<file path="config.mk">
export PLATFORM = sky130hd
export DESIGN_NAME = string_to_integer_radix
export DESIGN_NICKNAME = d
export VERILOG_FILES = /design/src/s2i_pkg.sv /design/src/string_to_integer_radix.sv
export SDC_FILE = /design/constraint.sdc
export NUM_CORES = 1
export LEC_CHECK = 0
export ABC_AREA = 1
export BUFFER_PORTS_ARGS = -buffer_cell sky130_fd_sc_hd__buf_2
export CAP_MARGIN = 15
export CELL_PAD_IN_SITES_DETAIL_PLACEMENT = 0
export CELL_PAD_IN_SITES_GLOBAL_PLACEMENT = 1
export CORE_MARGIN = 4
export CORE_UTILIZATION = 51
export CTS_CLUSTER_SIZE = 8
export DETAILED_ROUTE_END_ITERATION = 12
export MAX_ROUTING_LAYER = met4
export PLACE_DENSITY = 0.86
export SYNTH_ARGS = -nofsm -noshare
export SYNTH_HDL_FRONTEND = slang
export SYNTH_SLANG_ARGS = --single-unit
</file>
<file path="constraint.sdc">
create_clock -name clk -period 8.7 [get_ports clk]
set_input_delay 0.87 -clock clk [delete_from_list [all_inputs] [get_ports clk]]
set_output_delay 0.87 -clock clk [all_outputs]
set_load 0.05 [all_outputs]
</file>
<file path="src/s2i_pkg.sv">
// Shared constants and character decode helpers for string_to_integer_radix.
// No dependencies.
`default_nettype none

package s2i_pkg;

  // Default cell width, in bits (sign included)
  localparam int CELL_BITS_DEF = 32;

  localparam int CHAR_W  = 8;
  localparam int RADIX_W = 6;
  localparam int VALUE_W = 32;
  localparam int DIGIT_W = 7;

  localparam logic [RADIX_W-1:0] RADIX_RESET = 6'd10;

  localparam logic [CHAR_W-1:0] CH_NUL   = 8'h00;
  localparam logic [CHAR_W-1:0] CH_TAB   = 8'h09;
  localparam logic [CHAR_W-1:0] CH_LF    = 8'h0A;
  localparam logic [CHAR_W-1:0] CH_VT    = 8'h0B;
  localparam logic [CHAR_W-1:0] CH_FF    = 8'h0C;
  localparam logic [CHAR_W-1:0] CH_CR    = 8'h0D;
  localparam logic [CHAR_W-1:0] CH_SPACE = 8'h20;
  localparam logic [CHAR_W-1:0] CH_PLUS  = 8'h2B;
  localparam logic [CHAR_W-1:0] CH_MINUS = 8'h2D;
  localparam logic [CHAR_W-1:0] CH_ZERO  = 8'h30;
  localparam logic [CHAR_W-1:0] CH_NINE  = 8'h39;
  localparam logic [CHAR_W-1:0] CH_UC_A  = 8'h41;
  localparam logic [CHAR_W-1:0] CH_UC_Z  = 8'h5A;
  localparam logic [CHAR_W-1:0] CH_LC_A  = 8'h61;
  localparam logic [CHAR_W-1:0] CH_LC_Z  = 8'h7A;

  localparam logic [DIGIT_W-1:0] LETTER_BASE = 7'd10;
  // Larger than any radix the register can hold
  localparam logic [DIGIT_W-1:0] NOT_DIGIT   = 7'd99;

  function automatic logic is_space(input logic [CHAR_W-1:0] ch);
    return (ch == CH_TAB) || (ch == CH_CR) || (ch == CH_FF) ||
           (ch == CH_VT) || (ch == CH_LF) || (ch == CH_SPACE);
  endfunction

  function automatic logic [DIGIT_W-1:0] digit_of(input logic [CHAR_W-1:0] ch);
    logic [CHAR_W-1:0] diff;
    logic [DIGIT_W-1:0] res;
    res = NOT_DIGIT;
    diff = '0;
    if (ch >= CH_ZERO && ch <= CH_NINE) begin
      diff = ch - CH_ZERO;
      res = diff[DIGIT_W-1:0];
    end else if (ch >= CH_UC_A && ch <= CH_UC_Z) begin
      diff = ch - CH_UC_A;
      res = diff[DIGIT_W-1:0] + LETTER_BASE;
    end else if (ch >= CH_LC_A && ch <= CH_LC_Z) begin
      diff = ch - CH_LC_A;
      res = diff[DIGIT_W-1:0] + LETTER_BASE;
    end
    return res;
  endfunction

endpackage

`default_nettype wire

</file>
<file path="src/string_to_integer_radix.sv">
// A terminator's result is registered in the output register or skid entry. Input
// takes one character per cycle unless stalled; the parse state advances on every
// accepted request via one accumulator*radix multiply-add and a limit compare.
// A two-entry output (register plus skid) stalls input only while both are full.
// Reset (rst_n low, synchronous): parser idle, radix 10, no pending results.
// Depends on s2i_pkg.
`default_nettype none

module string_to_integer_radix #(
  parameter int CELL_BITS = s2i_pkg::CELL_BITS_DEF
) (
  input  wire logic                              clk,
  input  wire logic                              rst_n,
  input  wire logic                              cfg_we,
  input  wire logic [s2i_pkg::RADIX_W-1:0]       cfg_radix,
  input  wire logic                              in_valid,
  output logic                                   in_stall,
  input  wire logic [s2i_pkg::CHAR_W-1:0]        in_char_code,
  output logic                                   out_valid,
  input  wire logic                              out_stall,
  output logic signed [s2i_pkg::VALUE_W-1:0]     out_value,
  output logic                                   out_bad
);

  localparam int AW = CELL_BITS - 1;
  localparam int PW = AW + s2i_pkg::RADIX_W + 1;
  localparam int VW = (CELL_BITS > s2i_pkg::VALUE_W) ? CELL_BITS : s2i_pkg::VALUE_W;
  localparam logic [PW-1:0] MAG_LIMIT = PW'({AW{1'b1}});
  localparam logic [VW-1:0] ERR_VAL  = {VW{1'b1}} << AW;

  localparam logic [1:0] PH_SPACE  = 2'd0;
  localparam logic [1:0] PH_PLUS   = 2'd1;
  localparam logic [1:0] PH_MINUS  = 2'd2;
  localparam logic [1:0] PH_DIGITS = 2'd3;

  logic [s2i_pkg::RADIX_W-1:0] radix_r;
  logic [1:0]                  phase_r, phase_nxt;
  logic                        neg_r, neg_nxt;
  logic [AW-1:0]               acc_r, acc_nxt;
  logic                        failed_r, failed_nxt;

  logic                        out_valid_r, out_valid_nxt;
  logic [s2i_pkg::VALUE_W-1:0] out_value_r, out_value_nxt;
  logic                        out_bad_r, out_bad_nxt;
  logic                        skid_valid_r, skid_valid_nxt;
  logic [s2i_pkg::VALUE_W-1:0] skid_value_r, skid_value_nxt;
  logic                        skid_bad_r, skid_bad_nxt;

  logic                        in_take, is_term, out_take;
  logic [s2i_pkg::DIGIT_W-1:0] digit;
  logic [PW-2:0]               prod;
  logic [PW-1:0]               sum;
  logic                        digit_bad;
  logic                        res_bad;
  logic [VW-1:0]               res_full;
  logic [s2i_pkg::VALUE_W-1:0] res_value;

  assign in_stall = skid_valid_r;
  assign in_take  = in_valid && !in_stall;
  assign is_term  = (in_char_code == s2i_pkg::CH_NUL);
  assign out_take = out_valid_r && !out_stall;

  assign digit = s2i_pkg::digit_of(in_char_code);
  assign prod  = acc_r * radix_r;
  assign sum   = {1'b0, prod} + PW'(digit);
  assign digit_bad = (digit >= {1'b0, radix_r}) || (sum > MAG_LIMIT);

  // Result of a terminator, from the state before it
  always_comb begin
    res_bad = failed_r || (phase_r != PH_DIGITS);
    if (res_bad) begin
      res_full = ERR_VAL;
    end else if (neg_r) begin
      res_full = VW'(0) - {{(VW-AW){1'b0}}, acc_r};
    end else begin
      res_full = {{(VW-AW){1'b0}}, acc_r};
    end
    res_value = res_full[s2i_pkg::VALUE_W-1:0];
  end

  // Parser state
  always_comb begin
    logic take_d;
    take_d     = 1'b0;
    phase_nxt  = phase_r;
    neg_nxt    = neg_r;
    acc_nxt    = acc_r;
    failed_nxt = failed_r;
    if (in_take) begin
      if (is_term) begin
        phase_nxt  = PH_SPACE;
        neg_nxt    = 1'b0;
        acc_nxt    = '0;
        failed_nxt = 1'b0;
      end else begin
        case (phase_r)
          PH_SPACE: begin
            if (s2i_pkg::is_space(in_char_code)) begin
              // stay
            end else if (in_char_code == s2i_pkg::CH_PLUS) begin
              phase_nxt = PH_PLUS;
            end else if (in_char_code == s2i_pkg::CH_MINUS) begin
              phase_nxt = PH_MINUS;
              neg_nxt   = 1'b1;
            end else begin
              take_d = 1'b1;
            end
          end
          PH_PLUS: begin
            if (in_char_code == s2i_pkg::CH_MINUS) begin
              phase_nxt = PH_MINUS;
              neg_nxt   = 1'b1;
            end else begin
              take_d = 1'b1;
            end
          end
          default: begin
            take_d = 1'b1;
          end
        endcase
        // Once failed, drop the rest of the string
        if (take_d && !failed_r) begin
          phase_nxt = PH_DIGITS;
          if (digit_bad) begin
            failed_nxt = 1'b1;
          end else begin
            acc_nxt = sum[AW-1:0];
          end
        end
      end
    end
  end

  // Output register plus one skid entry
  always_comb begin
    out_valid_nxt  = out_valid_r;
    out_value_nxt  = out_value_r;
    out_bad_nxt    = out_bad_r;
    skid_valid_nxt = skid_valid_r;
    skid_value_nxt = skid_value_r;
    skid_bad_nxt   = skid_bad_r;
    if (skid_valid_r) begin
      if (out_take) begin
        out_value_nxt  = skid_value_r;
        out_bad_nxt    = skid_bad_r;
        skid_valid_nxt = 1'b0;
      end
    end else if (in_take && is_term) begin
      if (!out_valid_r || out_take) begin
        out_valid_nxt = 1'b1;
        out_value_nxt = res_value;
        out_bad_nxt   = res_bad;
      end else begin
        skid_valid_nxt = 1'b1;
        skid_value_nxt = res_value;
        skid_bad_nxt   = res_bad;
      end
    end else if (out_take) begin
      out_valid_nxt = 1'b0;
    end
  end

  always_ff @(posedge clk) begin
    if (!rst_n) begin
      radix_r      <= s2i_pkg::RADIX_RESET;
      phase_r      <= PH_SPACE;
      neg_r        <= 1'b0;
      acc_r        <= '0;
      failed_r     <= 1'b0;
      out_valid_r  <= 1'b0;
      skid_valid_r <= 1'b0;
    end else begin
      if (cfg_we) begin
        radix_r <= cfg_radix;
      end
      phase_r      <= phase_nxt;
      neg_r        <= neg_nxt;
      acc_r        <= acc_nxt;
      failed_r     <= failed_nxt;
      out_valid_r  <= out_valid_nxt;
      skid_valid_r <= skid_valid_nxt;
    end
  end

  always_ff @(posedge clk) begin
    out_value_r  <= out_value_nxt;
    out_bad_r    <= out_bad_nxt;
    skid_value_r <= skid_value_nxt;
    skid_bad_r   <= skid_bad_nxt;
  end

  assign out_valid = out_valid_r;
  assign out_value = out_value_r;
  assign out_bad   = out_bad_r;

endmodule

`default_nettype wire

</file>
==> out/metrics.yaml, run 1 <==
status: "complete, no violations"
syn_nets: 2194
cts_setup_buffers: 0
yosys.area.top_type: "fa_1"
ys_warn_count: 0
final.min_clock_period_ps: 5760
critPathCaptureType: "flip-flop"
crit_fanout: 31
synth_top_area_frac: 0.175
r2r_start: "radix_r[5]"
rows: 60
ioPinCount: 54
arrival_ps: 6060
vias: 11800
die_w_um: 173
max-vdd-ir-drop_mv: 0.0932
ant_nets: 0
leakage_uw: 0.00830
grt_pass1_wl_mm: 61.5
synth-edff-count: 66
clk_pin_slew_worst_paths_ps: 90
cts_hold_buf: 0
maxSlewHeadroom: 0.340
clock_latency_ps: 370
syn_area_mm2: 0.0138
clockBufferDepth: 2
drt-initial-drc-count: 715
synthArstFlopShare: 0
slew_viol_final: 0
ys.flop_type: "edfxtp_1"
cap_violations: 0
clock_skew_ps: 16.9
antenna_found_initial: 0
die-area_mm2: 0.0298
hold_viol_final: 0
place_congestion: 0.887
crit_chain: "nand2_1 -> fa_1 -> fa_1 -> inv_1 -> fa_1 -> inv_1 -> fa_1 -> inv_1 -> ha_1 -> nand2_1 -> nor2_1 -> nand2_1 -> nand3_2 -> nand2_1 -> nand2_1 -> nand2_1 -> nand3_1 -> nand2_1 -> nor2_1 -> nand3_2 -> nand2_4 -> nand3_2 -> a21oi_2"
setup_slack_ps: 2940
firstDrtPassIters: 5
grt_usage: 0.253
drc_errors: 0
fin_setup_tns_ps: 0
finalNetCount: 2189
synthDistinctLibCells: 47
post-place-ws_ps: 3010
antenna_cells: 0
synth_common_cells: "nand2_1, inv_1, nor2_1"
fillers: 2680
worstSetupPathType: "reg2reg"
layout_worst_path_cycle_share: 0.662
critPathSlowestCell: "dfxtp_1"
grt-ovfl-total: 0
worstSetupStartpoint: "radix_r[5]"
cts_made_buffers: 9
final_layout_size_suffix_gt1_frac: 0.107
wl_per_cell_um: 15.3
tritoncts: "built"
ys_seq_area_frac: 0.205
worst_pin_slew_ps: 988
slowest_delay_ps: 810
fmax_ghz: 0.174
viasPerCell: 5.14
syn_area_per_cell_um2: 7.08
rsz0062_at_grt: "false"
p_per_area_mw_per_mm2: 83.3
setup_viol: 0
root_buffer: "clkbuf_16"
io_buffers: 53
initial_core_util: 0.516
crit_top_cell: "nand2_1"
fp.coreArea_mm2: 0.0268
routed_wl_mm: 35.0
grt_max_degree: 41
hp-class: "reg2reg"
dieHeight_um: 173
hpwlAfterDp_mm: 27.8
cts_resized: 0
yosysMostFrequentCell: "nand2_1"
synthTopCellsByArea: "fa_1, nand2_1, edfxtp_1"
clock-sinks: 109
htreeDepth: 3
hold_start: "skid_value_r[8]"
cp.required_ps: 9000
grt_pass1_vias: 12300
synth_cells: 1955
area_growth_pct: 5.37
start_kind: "flip-flop"
ys_seq_elements: 109
==> critical path: cells and delay by family (launching register included) <==
family | cells | cell delay, ps
simple gates | 14 | 1970
buf+inv | 3 | 170
fa+ha+maj | 5 | 2520
compound gates | 1 | 170
flops | 1 | 810
==> per-stage QoR <==
stage | power [uW] | instances | hold WS, ps | util | area (um2)
6_report | 1220 | 2296 | 508 | 0.544 | 14600
4_1_cts | 1220 | 2296 | 510 | 0.544 | 14600
5_1_grt | 1260 | 2296 | 536 | 0.544 | 14600
3_5_place_dp | 772 | 2280 | 499 | 0.532 | 14300
2_1_floorplan | 718 | 1955 | 473 | - | 13800
3_3_place_gp | 771 | 2280 | 499 | 0.532 | 14300
==> state kept, by name, indices dropped and copies added, names as in the netlist <==
name          flops
in_stall          1
acc_r            31
out_value        32
neg_r             1
out_bad           1
failed_r          1
radix_r           6
out_valid         1
skid_bad_r        1
skid_value_r     32
phase_r           2
==> where the power goes <==
group | switching (uW) | leakage [uW] | internal (uW)
combinational | 146 | 0.00719 | 61.3
sequential | 8.36 | 0.000950 | 545
clock | 220 | 0.000159 | 234
==> layout by cell type, fill, tap and decap left out, types with 3 or more instances in the layout <==
cell type	count
dfxtp_1	43
nand3_2	35
nor3_2	4
clkbuf_16	9
o21a_1	3
a21oi_2	32
nand3_1	86
nor2_2	17
buf_4	14
buf_2	53
o21bai_1	5
and3_1	5
nor3_1	38
nor2_1	134
ha_1	99
nand4_1	16
nand2_2	14
inv_8	3
inv_2	12
a21oi_1	72
nor3b_1	3
edfxtp_1	66
o21ai_0	34
fa_1	121
a211oi_1	5
nand2_1	579
inv_1	389
xor2_1	10
o21ai_1	4
xnor2_1	23
==> area by class of cell <==
class                   count  area, um2  area share
clock buffers               9        225      0.0154
inverters                 403       1510       0.104
clock inverters             7       97.6     0.00669
repair buffers             67        370      0.0254
well taps                 341        427      0.0293
flip-flops and latches    109       2840       0.195
multi-input cells        1360       9110       0.625
==> path summary, 6_finish.rpt <==
kind / to / slack [ps] / cells past startpoint
worst max-delay path: acc_r[30] / 2940 / 23
worst min register to register: out_value[8] / 510 / 2
worst max register to register: acc_r[30] / 2940 / 23
worst min-delay path: out_value[8] / 510 / 2
==> kinds of logic (layout without fill, tap and decap cells) <==
family                     Yosys count  count (layout)  share of synthesized area
AOI/OAI and AO/OA                  165             165                     0.0725
xor gates and xnor gates            33              33                     0.0209
and+or+nand+nor                    942             942                      0.299
buffers and inverters              486             486                      0.138
DFF                                109             109                      0.205
adders and majority gates          220             220                      0.265
==> routing by layer <==
| metal | wire [um] | part of all wire | global-route usage | vias to the layer above |
|---|---|---|---|---|
| li1 | - | - | - | 5943 |
| met1 | 16300 | 0.46 | 0.341 | 5536 |
| met2 | 16600 | 0.47 | 0.422 | 278 |
| met3 | 1620 | 0.046 | 0.0197 | 35 |
| met4 | 542 | 0.015 | 0.0555 | 0 |
| met5 | 0 | 0 | - | - |
Note: power is estimated with default switching activity, not from simulation.
==> inputs of run 2 (changes only) <==
--- a/config.mk
+++ b/config.mk
@@ -11,11 +11,11 @@
 export CELL_PAD_IN_SITES_DETAIL_PLACEMENT = 0
 export CELL_PAD_IN_SITES_GLOBAL_PLACEMENT = 1
 export CORE_MARGIN = 4
-export CORE_UTILIZATION = 51
+export CORE_UTILIZATION = 43
 export CTS_CLUSTER_SIZE = 8
 export DETAILED_ROUTE_END_ITERATION = 12
 export MAX_ROUTING_LAYER = met4
-export PLACE_DENSITY = 0.86
+export PLACE_DENSITY = 0.77
 export SYNTH_ARGS = -nofsm -noshare
 export SYNTH_HDL_FRONTEND = slang
 export SYNTH_SLANG_ARGS = --single-unit
==> constraint.sdc (replaced) <==
create_clock -name clk -period 4.9 [get_ports clk]
set_input_delay 0.49 -clock clk [delete_from_list [all_inputs] [get_ports clk]]
set_output_delay 0.49 -clock clk [all_outputs]
set_load 0.05 [all_outputs]
==> run 2 against run 1 <==
Effect of this change: register-to-register slack lost 2900 ps; global-route usage is 2.4 points lower; hold slack got worse by 160 ps; via count up 5.4%; clock skew up 0.94 ps; first-iteration DRC count increased by 3.8%; setup slack lost 2900 ps; highest routed layer unchanged.
==> out/metrics.yaml, run 2 (synthesis gave the netlist of run 1 again) <==
wl_met1_mm: 17.7
intPower_uw: 1530
status: "complete, no violations"
die_w_um: 187
clock_latency_ps: 380
clk_pin_slew_worst_paths_ps: 90
worstReg2RegEnd: "acc_r[20]"
min_path_cells: 3
slew_viol_final: 0
pwr-share-clk: 0.337
reg2reg_depth: 26
hpwlAfterDp_mm: 30.1
fin_setup_tns_ps: 0
crit_fanout: 6
cp.required_ps: 5130
r2r_start: "radix_r[4]"
slowest_delay_ps: 620
leakage_uw: 0.00926
io_buffers: 53
hold_start: "cfg_radix[0]"
dieHeight_um: 187
worstSetupPathType: "reg2reg"
root_buffer: "clkbuf_16"
worstSetupStartpoint: "radix_r[4]"
ioPinCount: 54
routed_wl_mm: 39.4
final_layout_size_suffix_gt1_frac: 0.267
layout_common_cells: "nand2_1, inv_1, buf_4"
rows: 65
grt_pass1_wl_mm: 63.9
grt_max_degree: 40
hold_viol_final: 0
viasPerCell: 4.97
arrival_ps: 5120
maxSlewHeadroom: 0.312
worst_pin_slew_ps: 1030
grt_usage: 0.228
critPathBufInv: 7
initial_core_util: 0.437
rsz0062_at_grt: "true"
htreeDepth: 3
dr_wl_met3_mm: 1.61
p_per_area_mw_per_mm2: 130
ant_nets: 0
cts_made_buffers: 9
finalNetCount: 2332
tritoncts: "built"
grt-ovfl-total: 0
setup_viol: 0
max-vdd-ir-drop_mv: 0.151
comb_power_share: 0.227
clock_skew_ps: 17.8
final.min_clock_period_ps: 4880
die-area_mm2: 0.0351
top_layer: "met4"
clock-sinks: 109
utilization: 0.549
grt_pass1_vias: 12600
fillers: 2946
switching_share: 0.321
hp-class: "in2reg"
wl_per_cell_um: 15.8
hold_end: "radix_r[0]"
area_growth_pct: 25.4
drc_errors: 0
cap_violations: 0
p_seq_frac: 0.436
vias: 12400
switching_power_uw: 722
layout_worst_path_cycle_share: 0.997
fp.coreArea_mm2: 0.0316
critPathSlowestCell: "fa_1"
routed-wl-met2_mm: 19.1
fmax_ghz: 0.205
antenna_found_initial: 1
start_kind: "flip-flop"
reg2reg_slack_ps: 20
crit_family: "adder cells"
drt-initial-drc-count: 742
whs_ps: 346
clockBufferDepth: 2
place_congestion: 0.889
firstDrtPassIters: 5
critPathCaptureType: "flip-flop"
layout_commonest_cell: "nand2_1"
[run 2: cell count changes in the layout (fill, tap and decap cells not counted), sizes merged]
| cell | change |
|---|---|
| clkinvlp | +2 |
| clkbuf | +1 |
| clkinv | +1 |
| diode | +1 |
| inv | -2 |
| buf | +142 |
| bufinv | -1 |
[run 2: worst max-delay path by stage]
| stage | to | slack (ps) | cells past startpoint |
|---|---|---|---|
| final | acc_r[20] | 20 | 26 |
| after detailed placement | acc_r[27] | -230 | 27 |
| after CTS | acc_r[8] | -20 | 28 |
| after global placement | acc_r[27] | -220 | 26 |
| after floorplan | acc_r[3] | 160 | 27 |
| after global routing | acc_r[1] | -190 | 24 |
[run 2: routing by layer]
metal / vias up / global-route usage
met1: 5863 / 0.299
met5: - / -
met2: 257 / 0.379
li1: 6254 / -
met4: 0 / 0.0613
met3: 50 / 0.0259
[run 2: worst register-to-register path, stage by stage, from the launching register on]
cell	delay (ps)
dfxtp_4	430
buf_12	160
buf_12	130
nand2_2	70
fa_1	540
inv_1	50
fa_1	470
fa_1	620
ha_4	230
ha_4	290
buf_6	110
nand2_4	60
nor2_4	130
nand2_2	90
nor2_4	130
nand4_1	180
buf_4	210
nand3_4	70
nand2_2	50
nand2_1	60
nor2_2	50
nand3_2	120
nand2_4	100
buf_12	160
buf_4	130
nand3_2	60
a21oi_2	50
[run 2: layout make-up]
cell class              count  area, um2  area share
diodes                      1       2.50    0.000144
clock buffers               9        225      0.0130
clock inverters             7       78.8     0.00454
inverters                 403       1510      0.0871
multi-input cells        1360      10400       0.601
flip-flops and latches    109       2870       0.165
well taps                 402        503      0.0290
repair buffers            210       1730      0.0998
[run 2: through the flow]
| stage | total power, uW | setup slack, ps | instances | area (um2) |
|---|---|---|---|---|
| floorplan | 1280 | 158 | 1955 | 13800 |
| global placement | 1410 | -219 | 2454 | 15300 |
| detailed placement | 1420 | -228 | 2454 | 15300 |
| CTS | 2220 | -20.0 | 2485 | 16500 |
| global route | 2350 | -188 | 2501 | 17400 |
| finish | 2250 | 16.7 | 2501 | 17400 |
[run 2: what timing repair did]
item	CTS	global route
endpoints found under the setup margin	31	32
cloned	4	1
setup buffers	11	14
pin swaps	71	143
hold buffers	0	0
resized for setup	131	155
[run 2: power groups by stage]
stage          Combinational [uW]  Clock (uW)  Sequential [uW]
2_1_floorplan                 279           0              996
3_3_place_gp                  414           0              999
4_1_cts                       466         773              982
3_5_place_dp                  416           0              999
5_1_grt                       558         804              984
6_report                      512         758              982
==> inputs of run 3 (changes only) <==
--- a/config.mk
+++ b/config.mk
@@ -6,14 +6,14 @@
 export NUM_CORES = 1
 export LEC_CHECK = 0
 export ABC_AREA = 1
-export BUFFER_PORTS_ARGS = -buffer_cell sky130_fd_sc_hd__buf_2
 export CAP_MARGIN = 15
 export CELL_PAD_IN_SITES_DETAIL_PLACEMENT = 0
 export CELL_PAD_IN_SITES_GLOBAL_PLACEMENT = 1
 export CORE_MARGIN = 4
-export CORE_UTILIZATION = 43
+export CORE_UTILIZATION = 44
 export CTS_CLUSTER_SIZE = 8
 export DETAILED_ROUTE_END_ITERATION = 12
+export DONT_BUFFER_PORTS = 1
 export MAX_ROUTING_LAYER = met4
 export PLACE_DENSITY = 0.77
 export SYNTH_ARGS = -nofsm -noshare
==> run 3 against run 2 <==
Effect of this change: die area decreased by 2.2%; final area decreased by 2.1%; power decreased by 1.9%; sequential share of layout area increased by 0.41 points; hold slack got worse by 130 ps; clock skew increased by 2.5 ps; clock power decreased by 3.3%; critical path type unchanged; critical endpoint is now acc_r[14].
==> out/metrics.yaml, run 3 (synthesis gave the netlist of run 1 again) <==
crit_top_cell: "nand2_1"
clock_skew_ps: 20.4
vias: 12200
die_w_um: 185
max-vdd-ir-drop_mv: 0.141
grt_max_degree: 40
post-route-cell-area_mm2: 0.0170
cts_made_buffers: 9
arrival_ps: 5020
leakage_uw: 0.00893
maxSlewHeadroom: 0.357
io_buffers: 0
wl_per_cell_um: 16.3
root_buffer: "clkbuf_16"
cp.required_ps: 5110
ant_nets: 0
clock_latency_ps: 370
rows: 64
dieHeight_um: 185
place_congestion: 0.896
slew_viol_final: 0
grt_usage: 0.224
critPathCaptureType: "flip-flop"
fmax_ghz: 0.208
drc_errors: 0
final_layout_size_suffix_gt1_frac: 0.247
clk_pin_slew_worst_paths_ps: 80
fillers: 2845
finalPower_uw: 2210
fin_setup_tns_ps: 0
placedInstanceArea_mm2: 0.0150
layout_commonest_cell: "nand2_1"
grt_pass1_vias: 11900
p_per_area_mw_per_mm2: 130
cap_violations: 0
initial_core_util: 0.449
crit_fanout: 8
clock-sinks: 109
ioPinCount: 54
worst_pin_slew_ps: 963
rsz0062_at_grt: "true"
layout_common_cells: "nand2_1, inv_1, buf_4"
busiest_layer: "met2"
tritoncts: "built"
grt_use_met1: 0.302
critPathSlowestCell: "fa_1"
worstSetupPathType: "reg2reg"
clockBufferDepth: 2
final.min_clock_period_ps: 4800
layout_worst_path_cycle_share: 0.980
hold_viol_final: 0
slowest_delay_ps: 530
routed_wl_mm: 39.7
antenna_found_initial: 0
finalNetCount: 2270
grt_pass1_wl_mm: 60.7
setup_viol: 0
status: "complete, no violations"
hpwlAfterDp_mm: 29.9
antenna_cells: 0
area_growth_pct: 22.8
drt-initial-drc-count: 669
hp-class: "in2reg"
start_kind: "flip-flop"
viasPerCell: 5.00
use_met2: 0.374
firstDrtPassIters: 7
grt-ovfl-total: 0
die-area_mm2: 0.0344
grtUsageMet3: 0.0236
fp.coreArea_mm2: 0.0308
htreeDepth: 3
==> run 3: report_power, final <==
part / switching (uW) / total (uW) / internal [uW]
logic: 301 / 494 / 192
registers: 15.9 / 984 / 968
clock network: 353 / 733 / 380
==> run 3: worst paths after layout <==
| path | slack (ps) | depth (start not counted) | from | end |
|---|---|---|---|---|
| max | 100 | 25 | radix_r[5] | acc_r[14] |
| min | 210 | 1 | cfg_we | radix_r[1] |
| max reg2reg | 100 | 25 | radix_r[5] | acc_r[14] |
| min reg2reg | 520 | 2 | skid_value_r[4] | out_value[4] |
==> run 3: stage by stage <==
step	util	cells	setup slack [ps]	hold slack, ps
after floorplan	-	1955	158	473
after global placement	0.485	2385	-124	497
after detailed placement	0.485	2385	-227	501
after CTS	0.498	2401	-34.9	212
after global routing	0.551	2432	-127	205
final	0.551	2432	96.2	212
==> run 3: what timing repair did <==
action / in CTS / in global routing
endpoints found under the setup margin: 31 / 32
resized for setup: 24 / 238
setup buffers: 0 / 17
endpoints found under the hold margin: 0 / 0
pin swaps: 1 / 107
cloned: 0 / 14
hold buffers: 0 / 0
==> run 3: cell type report <==
type / instances / area (um2) / area share
inverters: 403 / 1510 / 0.0890
well taps: 396 / 495 / 0.0292
clock inverters: 3 / 27.5 / 0.00162
flip-flops and latches: 109 / 2880 / 0.169
repair buffers: 148 / 1440 / 0.0846
clock buffers: 13 / 260 / 0.0153
multi-input cells: 1360 / 10400 / 0.611
==> run 3: metal layers <==
metal | share of wire | vias up
li1 | - | 6109
met1 | 0.45 | 5715
met2 | 0.48 | 275
met3 | 0.044 | 67
met4 | 0.029 | 0
met5 | 0 | -
==> run 3: critical path: cells and delay by family (launching register included) <==
kind                     cells  cell delay [ps]
AND/OR/NAND/NOR             12             1260
AO/OA/AOI/OAI                1               70
flip-flops                   1              410
buffers and inverters        7              830
adder cells (fa/ha/maj)      5             2070
